<file path="config.mk">
export PLATFORM = sky130hd
export DESIGN_NAME = iq_phase_degrees
export DESIGN_NICKNAME = d
export VERILOG_FILES = /design/src/rtl/iqpd_pkg.sv /design/src/rtl/iqpd_prerot.sv /design/src/rtl/iqpd_stage.sv /design/src/rtl/iqpd_round.sv /design/src/rtl/iq_phase_degrees.sv
export SDC_FILE = /design/constraint.sdc
export NUM_CORES = 2
export LEC_CHECK = 0
export ABC_AREA = 0
export BUFFER_PORTS_ARGS = -buffer_cell sky130_fd_sc_hd__clkbuf_2
export CORE_UTILIZATION = 45
export CTS_CLUSTER_SIZE = 12
export DETAILED_ROUTE_END_ITERATION = 8
export GPL_ROUTABILITY_DRIVEN = 0
export SLEW_MARGIN = 0
export SYNTH_ARGS = -nofsm -noshare
export SYNTH_HDL_FRONTEND = slang
export SYNTH_SLANG_ARGS = --single-unit
</file>
<file path="constraint.sdc">
create_clock -name clk_i -period 10.89 [get_ports clk_i]
set_input_delay 0.5445 -clock clk_i [delete_from_list [all_inputs] [get_ports clk_i]]
set_output_delay 0.5445 -clock clk_i [all_outputs]
set_load 0.03 [all_outputs]
</file>
<file path="src/rtl/iqpd_pkg.sv">
// ----------------------------------------------------------------------------
// iqpd_pkg
// Shared types, constants and the arctangent table of the I/Q phase block.
// ----------------------------------------------------------------------------
package iqpd_pkg;

  // Defaults for the top-level parameters.
  localparam int SAMPLE_WIDTH_DEF = 16;
  localparam int ANGLE_STAGES_DEF = 16;

  // The arctangent table holds this many entries, so no more stages can run.
  localparam int TABLE_LEN = 24;

  // Angle accumulator: degrees with 24 fraction bits, up to about +/-190 degrees.
  localparam int ANG_FRAC    = 24;
  localparam int ANGLE_WIDTH = 33;

  // Output: 1/256 degree steps, so 16 fraction bits are rounded away.
  localparam int OUT_SHIFT   = ANG_FRAC - 8;
  localparam int PHASE_WIDTH = 17;
  localparam int HALF_TURN   = 180;
  localparam int PHASE_MAX   = HALF_TURN * 256;
  localparam int PHASE_QUART = PHASE_MAX / 2;

  typedef logic signed [ANGLE_WIDTH-1:0] angle_t;
  typedef logic signed [PHASE_WIDTH-1:0] phase_t;

  // Ninety degrees on the accumulator scale.
  localparam angle_t QUARTER_TURN = angle_t'((HALF_TURN / 2) * (64'd1 << ANG_FRAC));

  // Side information that rides along with each word through the pipeline.
  // When special is set, phase holds the final answer for an axis input.
  typedef struct packed {
    logic   special;
    phase_t phase;
  } side_t;

  // atan(2^-idx) in degrees, times 2^24, rounded to nearest.
  function automatic angle_t atan_entry(input int unsigned idx);
    angle_t val;
    case (idx)
      0:       val = angle_t'(754974720);
      1:       val = angle_t'(445687602);
      2:       val = angle_t'(235489088);
      3:       val = angle_t'(119537938);
      4:       val = angle_t'(60000934);
      5:       val = angle_t'(30029717);
      6:       val = angle_t'(15018523);
      7:       val = angle_t'(7509719);
      8:       val = angle_t'(3754917);
      9:       val = angle_t'(1877466);
      10:      val = angle_t'(938734);
      11:      val = angle_t'(469367);
      12:      val = angle_t'(234684);
      13:      val = angle_t'(117342);
      14:      val = angle_t'(58671);
      15:      val = angle_t'(29335);
      16:      val = angle_t'(14668);
      17:      val = angle_t'(7334);
      18:      val = angle_t'(3667);
      19:      val = angle_t'(1833);
      20:      val = angle_t'(917);
      21:      val = angle_t'(458);
      22:      val = angle_t'(229);
      23:      val = angle_t'(115);
      default: val = '0;
    endcase
    return val;
  endfunction

endpackage

</file>
<file path="src/rtl/iqpd_prerot.sv">
// ----------------------------------------------------------------------------
// iqpd_prerot
// Input stage: scales the samples, folds the vector into the right half plane
// and flags inputs that lie on an axis.
// ----------------------------------------------------------------------------
module iqpd_prerot #(
  parameter int SAMPLE_WIDTH = iqpd_pkg::SAMPLE_WIDTH_DEF,
  parameter int ANGLE_STAGES = iqpd_pkg::ANGLE_STAGES_DEF,
  localparam int XWIDTH      = SAMPLE_WIDTH + ANGLE_STAGES + 2
) (
  input  logic                           clk_i,
  input  logic                           rst_ni,
  input  logic                           valid_i,
  input  logic signed [SAMPLE_WIDTH-1:0] i_sample_i,
  input  logic signed [SAMPLE_WIDTH-1:0] q_sample_i,
  output logic                           valid_o,
  output logic signed [XWIDTH-1:0]       x_o,
  output logic signed [XWIDTH-1:0]       y_o,
  output iqpd_pkg::angle_t               z_o,
  output iqpd_pkg::side_t                side_o
);

  logic signed [XWIDTH-1:0] i_ext, q_ext;
  logic signed [XWIDTH-1:0] x_d, y_d, x_q, y_q;
  iqpd_pkg::angle_t         z_d, z_q;
  iqpd_pkg::side_t          side_d, side_q;
  logic                     valid_q;
  logic                     i_zero, q_zero, i_neg, q_neg;

  assign i_ext  = {{2{i_sample_i[SAMPLE_WIDTH-1]}}, i_sample_i, {ANGLE_STAGES{1'b0}}};
  assign q_ext  = {{2{q_sample_i[SAMPLE_WIDTH-1]}}, q_sample_i, {ANGLE_STAGES{1'b0}}};
  assign i_zero = (i_sample_i == '0);
  assign q_zero = (q_sample_i == '0);
  assign i_neg  = i_sample_i[SAMPLE_WIDTH-1];
  assign q_neg  = q_sample_i[SAMPLE_WIDTH-1];

  always_comb begin
    if (q_neg && !i_neg) begin
      x_d = i_ext;
      y_d = -q_ext;
      z_d = iqpd_pkg::QUARTER_TURN;
    end else if (q_neg) begin
      x_d = -i_ext;
      y_d = q_ext;
      z_d = -iqpd_pkg::QUARTER_TURN;
    end else begin
      x_d = q_ext;
      y_d = i_ext;
      z_d = '0;
    end
  end

  always_comb begin
    side_d.special = i_zero || q_zero;
    if (i_zero) begin
      side_d.phase = q_neg ? iqpd_pkg::phase_t'(iqpd_pkg::PHASE_MAX) : '0;
    end else if (i_neg) begin
      side_d.phase = -iqpd_pkg::phase_t'(iqpd_pkg::PHASE_QUART);
    end else begin
      side_d.phase = iqpd_pkg::phase_t'(iqpd_pkg::PHASE_QUART);
    end
  end

  always_ff @(posedge clk_i or negedge rst_ni) begin
    if (!rst_ni) begin
      valid_q <= 1'b0;
    end else begin
      valid_q <= valid_i;
    end
  end

  always_ff @(posedge clk_i) begin
    x_q    <= x_d;
    y_q    <= y_d;
    z_q    <= z_d;
    side_q <= side_d;
  end

  assign valid_o = valid_q;
  assign x_o     = x_q;
  assign y_o     = y_q;
  assign z_o     = z_q;
  assign side_o  = side_q;

endmodule

</file>
<file path="src/rtl/iqpd_stage.sv">
// ----------------------------------------------------------------------------
// iqpd_stage
// One registered vectoring micro-rotation with a fixed shift.
// ----------------------------------------------------------------------------
module iqpd_stage #(
  parameter int XWIDTH = 34,
  parameter int SHIFT  = 0
) (
  input  logic                     clk_i,
  input  logic                     rst_ni,
  input  logic                     valid_i,
  input  logic signed [XWIDTH-1:0] x_i,
  input  logic signed [XWIDTH-1:0] y_i,
  input  iqpd_pkg::angle_t         z_i,
  input  iqpd_pkg::side_t          side_i,
  output logic                     valid_o,
  output logic signed [XWIDTH-1:0] x_o,
  output logic signed [XWIDTH-1:0] y_o,
  output iqpd_pkg::angle_t         z_o,
  output iqpd_pkg::side_t          side_o
);

  localparam iqpd_pkg::angle_t STEP = iqpd_pkg::atan_entry(SHIFT);

  logic signed [XWIDTH-1:0] dx, dy, x_d, y_d, x_q, y_q;
  iqpd_pkg::angle_t         z_d, z_q;
  iqpd_pkg::side_t          side_q;
  logic                     valid_q;

  assign dx = y_i >>> SHIFT;
  assign dy = x_i >>> SHIFT;

  // Rotate toward the positive x axis; y sign picks the direction.
  always_comb begin
    if (!y_i[XWIDTH-1]) begin
      x_d = x_i + dx;
      y_d = y_i - dy;
      z_d = z_i + STEP;
    end else begin
      x_d = x_i - dx;
      y_d = y_i + dy;
      z_d = z_i - STEP;
    end
  end

  always_ff @(posedge clk_i or negedge rst_ni) begin
    if (!rst_ni) begin
      valid_q <= 1'b0;
    end else begin
      valid_q <= valid_i;
    end
  end

  always_ff @(posedge clk_i) begin
    x_q    <= x_d;
    y_q    <= y_d;
    z_q    <= z_d;
    side_q <= side_i;
  end

  assign valid_o = valid_q;
  assign x_o     = x_q;
  assign y_o     = y_q;
  assign z_o     = z_q;
  assign side_o  = side_q;

endmodule

</file>
<file path="src/rtl/iqpd_round.sv">
// ----------------------------------------------------------------------------
// iqpd_round
// Output stage: rounds the accumulated angle to 1/256 degree, saturates it
// and substitutes the answer for axis inputs.
// ----------------------------------------------------------------------------
module iqpd_round (
  input  logic             clk_i,
  input  logic             rst_ni,
  input  logic             valid_i,
  input  iqpd_pkg::angle_t z_i,
  input  iqpd_pkg::side_t  side_i,
  output logic             done_o,
  output iqpd_pkg::phase_t phase_o
);

  localparam int RWIDTH = iqpd_pkg::ANGLE_WIDTH - iqpd_pkg::OUT_SHIFT;
  localparam iqpd_pkg::angle_t HALF_LSB = iqpd_pkg::angle_t'(64'd1 << (iqpd_pkg::OUT_SHIFT - 1));
  localparam logic signed [RWIDTH-1:0] SAT_HI = RWIDTH'(iqpd_pkg::PHASE_MAX);
  localparam logic signed [RWIDTH-1:0] SAT_LO = -SAT_HI;

  iqpd_pkg::angle_t         z_bias;
  logic signed [RWIDTH-1:0] rnd, sat;
  iqpd_pkg::phase_t         phase_d, phase_q;
  logic                     done_q;

  assign z_bias = z_i + HALF_LSB;
  assign rnd    = z_bias[iqpd_pkg::ANGLE_WIDTH-1:iqpd_pkg::OUT_SHIFT];

  always_comb begin
    if (rnd > SAT_HI) begin
      sat = SAT_HI;
    end else if (rnd < SAT_LO) begin
      sat = SAT_LO;
    end else begin
      sat = rnd;
    end
    phase_d = side_i.special ? side_i.phase : iqpd_pkg::phase_t'(sat);
  end

  always_ff @(posedge clk_i or negedge rst_ni) begin
    if (!rst_ni) begin
      done_q <= 1'b0;
    end else begin
      done_q <= valid_i;
    end
  end

  always_ff @(posedge clk_i) begin
    phase_q <= phase_d;
  end

  assign done_o  = done_q;
  assign phase_o = phase_q;

endmodule

</file>
<file path="src/rtl/iq_phase_degrees.sv">
// ----------------------------------------------------------------------------
// iq_phase_degrees
// Phase of an I/Q sample pair in 1/256 degree, by a pipelined vectoring CORDIC.
// ----------------------------------------------------------------------------
// The block takes one word per clock and never stalls: busy is always low, so
// every cycle with start high hands in an I/Q pair. The phase is atan2 with I
// as the y operand and Q as the x operand, in steps of 1/256 degree from -180
// to +180 degrees, rounded to nearest. The result comes out on phase_o for one
// cycle with done_o high, once the word has passed the input fold register,
// one register per micro-rotation and the rounding register. The receiver
// cannot hold results off and none are ever buffered, so it must take each
// word in the cycle that done_o marks. Inputs that lie on an axis bypass the
// rotations: I zero with Q not negative gives 0, I zero with Q negative gives
// +180 degrees, and Q zero gives +90 or -90 degrees by the sign of I.
// ----------------------------------------------------------------------------
module iq_phase_degrees #(
  parameter int SAMPLE_WIDTH = iqpd_pkg::SAMPLE_WIDTH_DEF,
  parameter int ANGLE_STAGES = iqpd_pkg::ANGLE_STAGES_DEF
) (
  input  logic                           clk_i,
  input  logic                           rst_ni,
  input  logic                           start,
  output logic                           busy,
  input  logic signed [SAMPLE_WIDTH-1:0] i_sample_i,
  input  logic signed [SAMPLE_WIDTH-1:0] q_sample_i,
  output logic                           done_o,
  output iqpd_pkg::phase_t               phase_o
);

  // Only as many stages as the table has entries can run.
  localparam int NUM_STAGES = (ANGLE_STAGES < iqpd_pkg::TABLE_LEN) ?
                              ANGLE_STAGES : iqpd_pkg::TABLE_LEN;
  // Headroom: one bit for negating the most negative sample, one for the
  // CORDIC gain times the square root of two.
  localparam int XWIDTH  = SAMPLE_WIDTH + NUM_STAGES + 2;
  localparam int LATENCY = NUM_STAGES + 2;

  logic                     accept;
  logic                     valid_s [NUM_STAGES+1];
  logic signed [XWIDTH-1:0] x_s     [NUM_STAGES+1];
  logic signed [XWIDTH-1:0] y_s     [NUM_STAGES+1];
  iqpd_pkg::angle_t         z_s     [NUM_STAGES+1];
  iqpd_pkg::side_t          side_s  [NUM_STAGES+1];

  // The pipeline moves every cycle, so a new word is always welcome.
  assign busy   = 1'b0;
  assign accept = start && !busy;

  iqpd_prerot #(
    .SAMPLE_WIDTH (SAMPLE_WIDTH),
    .ANGLE_STAGES (NUM_STAGES)
  ) u_prerot (
    .clk_i      (clk_i),
    .rst_ni     (rst_ni),
    .valid_i    (accept),
    .i_sample_i (i_sample_i),
    .q_sample_i (q_sample_i),
    .valid_o    (valid_s[0]),
    .x_o        (x_s[0]),
    .y_o        (y_s[0]),
    .z_o        (z_s[0]),
    .side_o     (side_s[0])
  );

  // One micro-rotation per register stage; stage k shifts by k.
  for (genvar k = 0; k < NUM_STAGES; k++) begin : g_stage
    iqpd_stage #(
      .XWIDTH (XWIDTH),
      .SHIFT  (k)
    ) u_stage (
      .clk_i   (clk_i),
      .rst_ni  (rst_ni),
      .valid_i (valid_s[k]),
      .x_i     (x_s[k]),
      .y_i     (y_s[k]),
      .z_i     (z_s[k]),
      .side_i  (side_s[k]),
      .valid_o (valid_s[k+1]),
      .x_o     (x_s[k+1]),
      .y_o     (y_s[k+1]),
      .z_o     (z_s[k+1]),
      .side_o  (side_s[k+1])
    );
  end

  // Only the angle is needed at the end; the final x and y are dropped.
  iqpd_round u_round (
    .clk_i   (clk_i),
    .rst_ni  (rst_ni),
    .valid_i (valid_s[NUM_STAGES]),
    .z_i     (z_s[NUM_STAGES]),
    .side_i  (side_s[NUM_STAGES]),
    .done_o  (done_o),
    .phase_o (phase_o)
  );

  // Every accepted word yields its result after the fixed latency.
  a_latency : assert property (@(posedge clk_i) disable iff (!rst_ni)
    accept |-> ##LATENCY done_o)
    else $error("result strobe missing after accepted word");

  // No result appears without a word accepted the fixed latency earlier.
  a_no_extra : assert property (@(posedge clk_i) disable iff (!rst_ni)
    done_o |-> $past(accept, LATENCY))
    else $error("result strobe without matching accepted word");

  // Saturation keeps every result within one half turn.
  a_range : assert property (@(posedge clk_i) disable iff (!rst_ni)
    done_o |-> (phase_o <= iqpd_pkg::phase_t'(iqpd_pkg::PHASE_MAX)) &&
               (phase_o >= -iqpd_pkg::phase_t'(iqpd_pkg::PHASE_MAX)))
    else $error("phase outside +/-180 degrees");

  // I zero with Q negative bypasses the rotations and reads +180 degrees.
  a_neg_axis : assert property (@(posedge clk_i) disable iff (!rst_ni)
    (accept && (i_sample_i == '0) && q_sample_i[SAMPLE_WIDTH-1])
    |-> ##LATENCY (phase_o == iqpd_pkg::phase_t'(iqpd_pkg::PHASE_MAX)))
    else $error("negative Q axis does not give +180 degrees");

  // Q zero with I positive reads exactly +90 degrees.
  a_pos_quarter : assert property (@(posedge clk_i) disable iff (!rst_ni)
    (accept && (q_sample_i == '0) && (i_sample_i != '0) && !i_sample_i[SAMPLE_WIDTH-1])
    |-> ##LATENCY (phase_o == iqpd_pkg::phase_t'(iqpd_pkg::PHASE_QUART)))
    else $error("positive I axis does not give +90 degrees");

endmodule

</file>
==> impl_results.md <==
* DR vias at 82.2k
* DP HPWL at 204000 um
* Filler cell count at 20.6k
* Syn avg cell area at 8.56 um^2
* Fin area at 109000 um^2
* Multi-input logic area at between 60000 and 70000 um^2
* Initial DRC count at 5378
* I/O Pins at 54
* Crit path DAT at 6250 ps
* # Max-Cap Violations at 0
* Yosys Warn Count at 0
* Core area at approximately 220000 um^2
* Synth Flop Type: dfxtp_1
* Non-filler cells, final at between 10k and 15k
* Fraction of registers with async set/reset at roughly 1.3%
* Synth top cells by count: dfxtp_1 (1416), ha_1 (1282), a21oi_1 (1274), xnor2_1 (1110), nor2_1 (1078)
* Slew margin rel. at 22.2%
* Die Span Y at about 470 um
* First-pass GRT wire length at 406000 um
* Post-Route WL at 255000 um
* RSZ-0062 raised after global routing: no
* FF-to-FF Start: g_stage[7].u_stage.y_o[13]
* Cell Area, Placed at 103000 um^2
* Pin count of the biggest net entering global routing at 76
* H-Tree Depth at 4
* Clk sink count at 1434
* Violated checks: DRC
* Via density at 5.58
* Worst Path Max Fanout at 7
* Initial core utilization at between 40% and 50%
* Root Driver: clkbuf_16
* Seq/Total Area, Yosys at 29.0%
* Max frequency at 182 MHz
* Total GRT Usage at 22.1%
* Yosys reg bits at roughly 1.4k
* Crit path capture type: flop
* Min-Delay Path Class: in2reg
* Max Slew Vio Count at 0
* Top-area cell type share of the netlist area at 28.5%
* Crit path max-delay cell type: nor4_1
* Crit. Startpoint: g_stage[7].u_stage.y_o[13]
* CP required at about 12000 ps
* WL per Instance at 17.3 um
* Crit share post-route at slightly above 50%
* Top cells by area, synth: dfxtp_1 (29%), ha_1 (16%), xnor2_1 (9.8%)
* Reg clk slew, reported paths at roughly 60 ps
* Final Core Density at 49.6%
* DR DRC count at 1
* Vias in the first global route at 78.7k
* Max Root-Sink Buffers at 3
* CP startpoint kind: flop
* Buffers on Ports at 52
* Status: finished with violations
* Top delay family on crit path: simple AND/OR/NAND/NOR gates
* Gr ovfl total at 0
* Register Area at 28800 um^2
* Setup Buffers After CTS at 0
* CP cell instances: nor4_1 > nand2_1 > nor4_1 > nand2_1 > nor4_1 > nor2_1 > xnor2_1 > ha_1 > nand3_1 > nor2_1 > nand2_1 > nor3_1 > a2111oi_0 > inv_1 > o21ai_0 > a21oi_1 > or3_1 > a21oi_1 > xnor2_1
* Slowest cell delay on critical path at 760 ps
* Fraction of layout instances using a drive strength above 1 at 4.14%
* Hold Vio Cnt, Final at 0
* DRT Pass-1 Iters at 8
* Top-count cell post-synth: dfxtp_1
* Hold path start: i_sample_i[2]
* Cell taking the most area after synthesis: dfxtp_1
* Synth Cell Area at ~99000 um^2
* Initial antenna violation count at 4
* CTS tree: built
* Post-DRT Antenna Nets at 0
* Worst Tran Pin Value at 1160 ps
* Final setup vio count at 0
* Nets at approximately 13k
* Netlist cell types at 98
* Cells after synthesis at 11.6k
* Row cnt at 172
* Worst clock skew at 34.8 ps
* Die Area at ~220000 um^2
* WS Path Type: reg2reg
* Period minus WS final at 5500 ps
* Total CTS buffers at 166
* Worst-Skew Late Latency at about 840 ps
* Setup TNS Final at 0 ps
* Die W at 472 um
* P&R area growth vs syn at 9.58%
* EDFF count, synth at 0
* Bufs and invs on worst path at 1
* Placed Cells at 14.4k
[registers in the layout, indices dropped and copies added, names as in the netlist]
signal                   cells
u_prerot.side_o              6
g_stage.u_stage.x_o        401
g_stage.u_stage.side_o      96
u_round.done_o               1
u_round.phase_o             17
u_prerot.valid_o             1
g_stage.u_stage.valid_o     16
g_stage.u_stage.z_o        447
u_prerot.z_o                 3
u_prerot.x_o                18
g_stage.u_stage.y_o        410
u_prerot.y_o                18
[cell families (layout without fill, tap and decap cells)]
family / count (synthesis) / count (layout) / share of synthesized area (%)
AO/OA/AOI/OAI: 3348 / 3348 / 21.2
XOR/XNOR: 1678 / 1678 / 14.8
adder cells (fa/ha/maj): 1319 / 1319 / 16.9
buffers and inverters: 735 / 970 / 2.79
flip-flops: 1434 / 1434 / 29.0
multiplexers: 60 / 60 / 0.643
other: 1 / 5 / 0.00377
AND/OR/NAND/NOR: 3037 / 3037 / 14.7
[path summary, 6_finish.rpt]
kind                                                  endpoint  slack, ps  depth (start not counted)
min in group asynchronous                       u_round.done_o        190                          2
worst max-delay path                g_stage[8].u_stage.x_o[31]       5390                         19
worst max register to register      g_stage[8].u_stage.x_o[31]       5390                         19
max in group asynchronous                     u_prerot.valid_o      10390                          2
worst min-delay path                          u_prerot.y_o[18]         60                          3
worst min register to register  g_stage[14].u_stage.side_o[15]        320                          0
[cell usage in the layout, fill, tap and decap left out, drive strengths merged, types with 35 or more instances in the layout]
cell,n
o21ai,500
and3,106
o21bai,200
a21o,509
a211oi,83
o211ai,46
or3,74
a211o,35
or2,40
nand2,541
clkbuf,292
nor2b,171
o21a,177
and2,73
nor4,98
a31oi,137
fa,37
nand4,61
xnor2,1110
a21oi,1278
nor3,342
nor2,1079
nand2b,139
dfxtp,1416
o31ai,49
o41ai,36
xor2,568
nand3,185
ha,1282
inv,571
[worst register-to-register path: stages, from the launching register on]
cell	delay [ps]
dfxtp_1	340
nor4_1	540
nand2_1	150
nor4_1	670
nand2_1	210
nor4_1	760
nor2_1	120
xnor2_1	170
ha_1	340
nand3_1	120
nor2_1	80
nand2_1	120
nor3_1	90
a2111oi_0	480
inv_1	120
o21ai_0	290
a21oi_1	160
or3_1	360
a21oi_1	180
xnor2_1	140
[metrics by stage]
stage / setup slack [ps] / hold slack, ps
2_1_floorplan: 6340 / 249
3_3_place_gp: 5420 / 311
3_5_place_dp: 5540 / 312
4_1_cts: 5510 / 0.0224
5_1_grt: 4890 / 32.6
6_report: 5390 / 61.4
[layer usage]
layer / vias up / track usage [%] / part of all wire, %
li1: 41700 / - / -
met1: 38200 / 27.4 / 44
met2: 1805 / 38.3 / 48
met3: 519 / 2.69 / 4.1
met4: 2 / 9.41 / 4.1
met5: - / 0 / 0.0031
[what timing repair did]
action	in CTS	in global routing
hold endpoints to repair	48	0
gates resized for setup	0	0
hold buffers	31	0
endpoints found under the setup margin	0	0
[final cells by class]
type	count	area share (%)
multi-input cells	9445	62.3
flip-flops and latches	1434	26.5
clock buffers	240	4.47
well taps	2871	3.30
inverters	563	1.94
clock inverters	55	0.826
repair buffers	112	0.724
diodes	2	0.00460
Power is left out: the tool's default activity adds up to more than one toggle a clock period on the data nets, which glitch-free logic cannot reach.
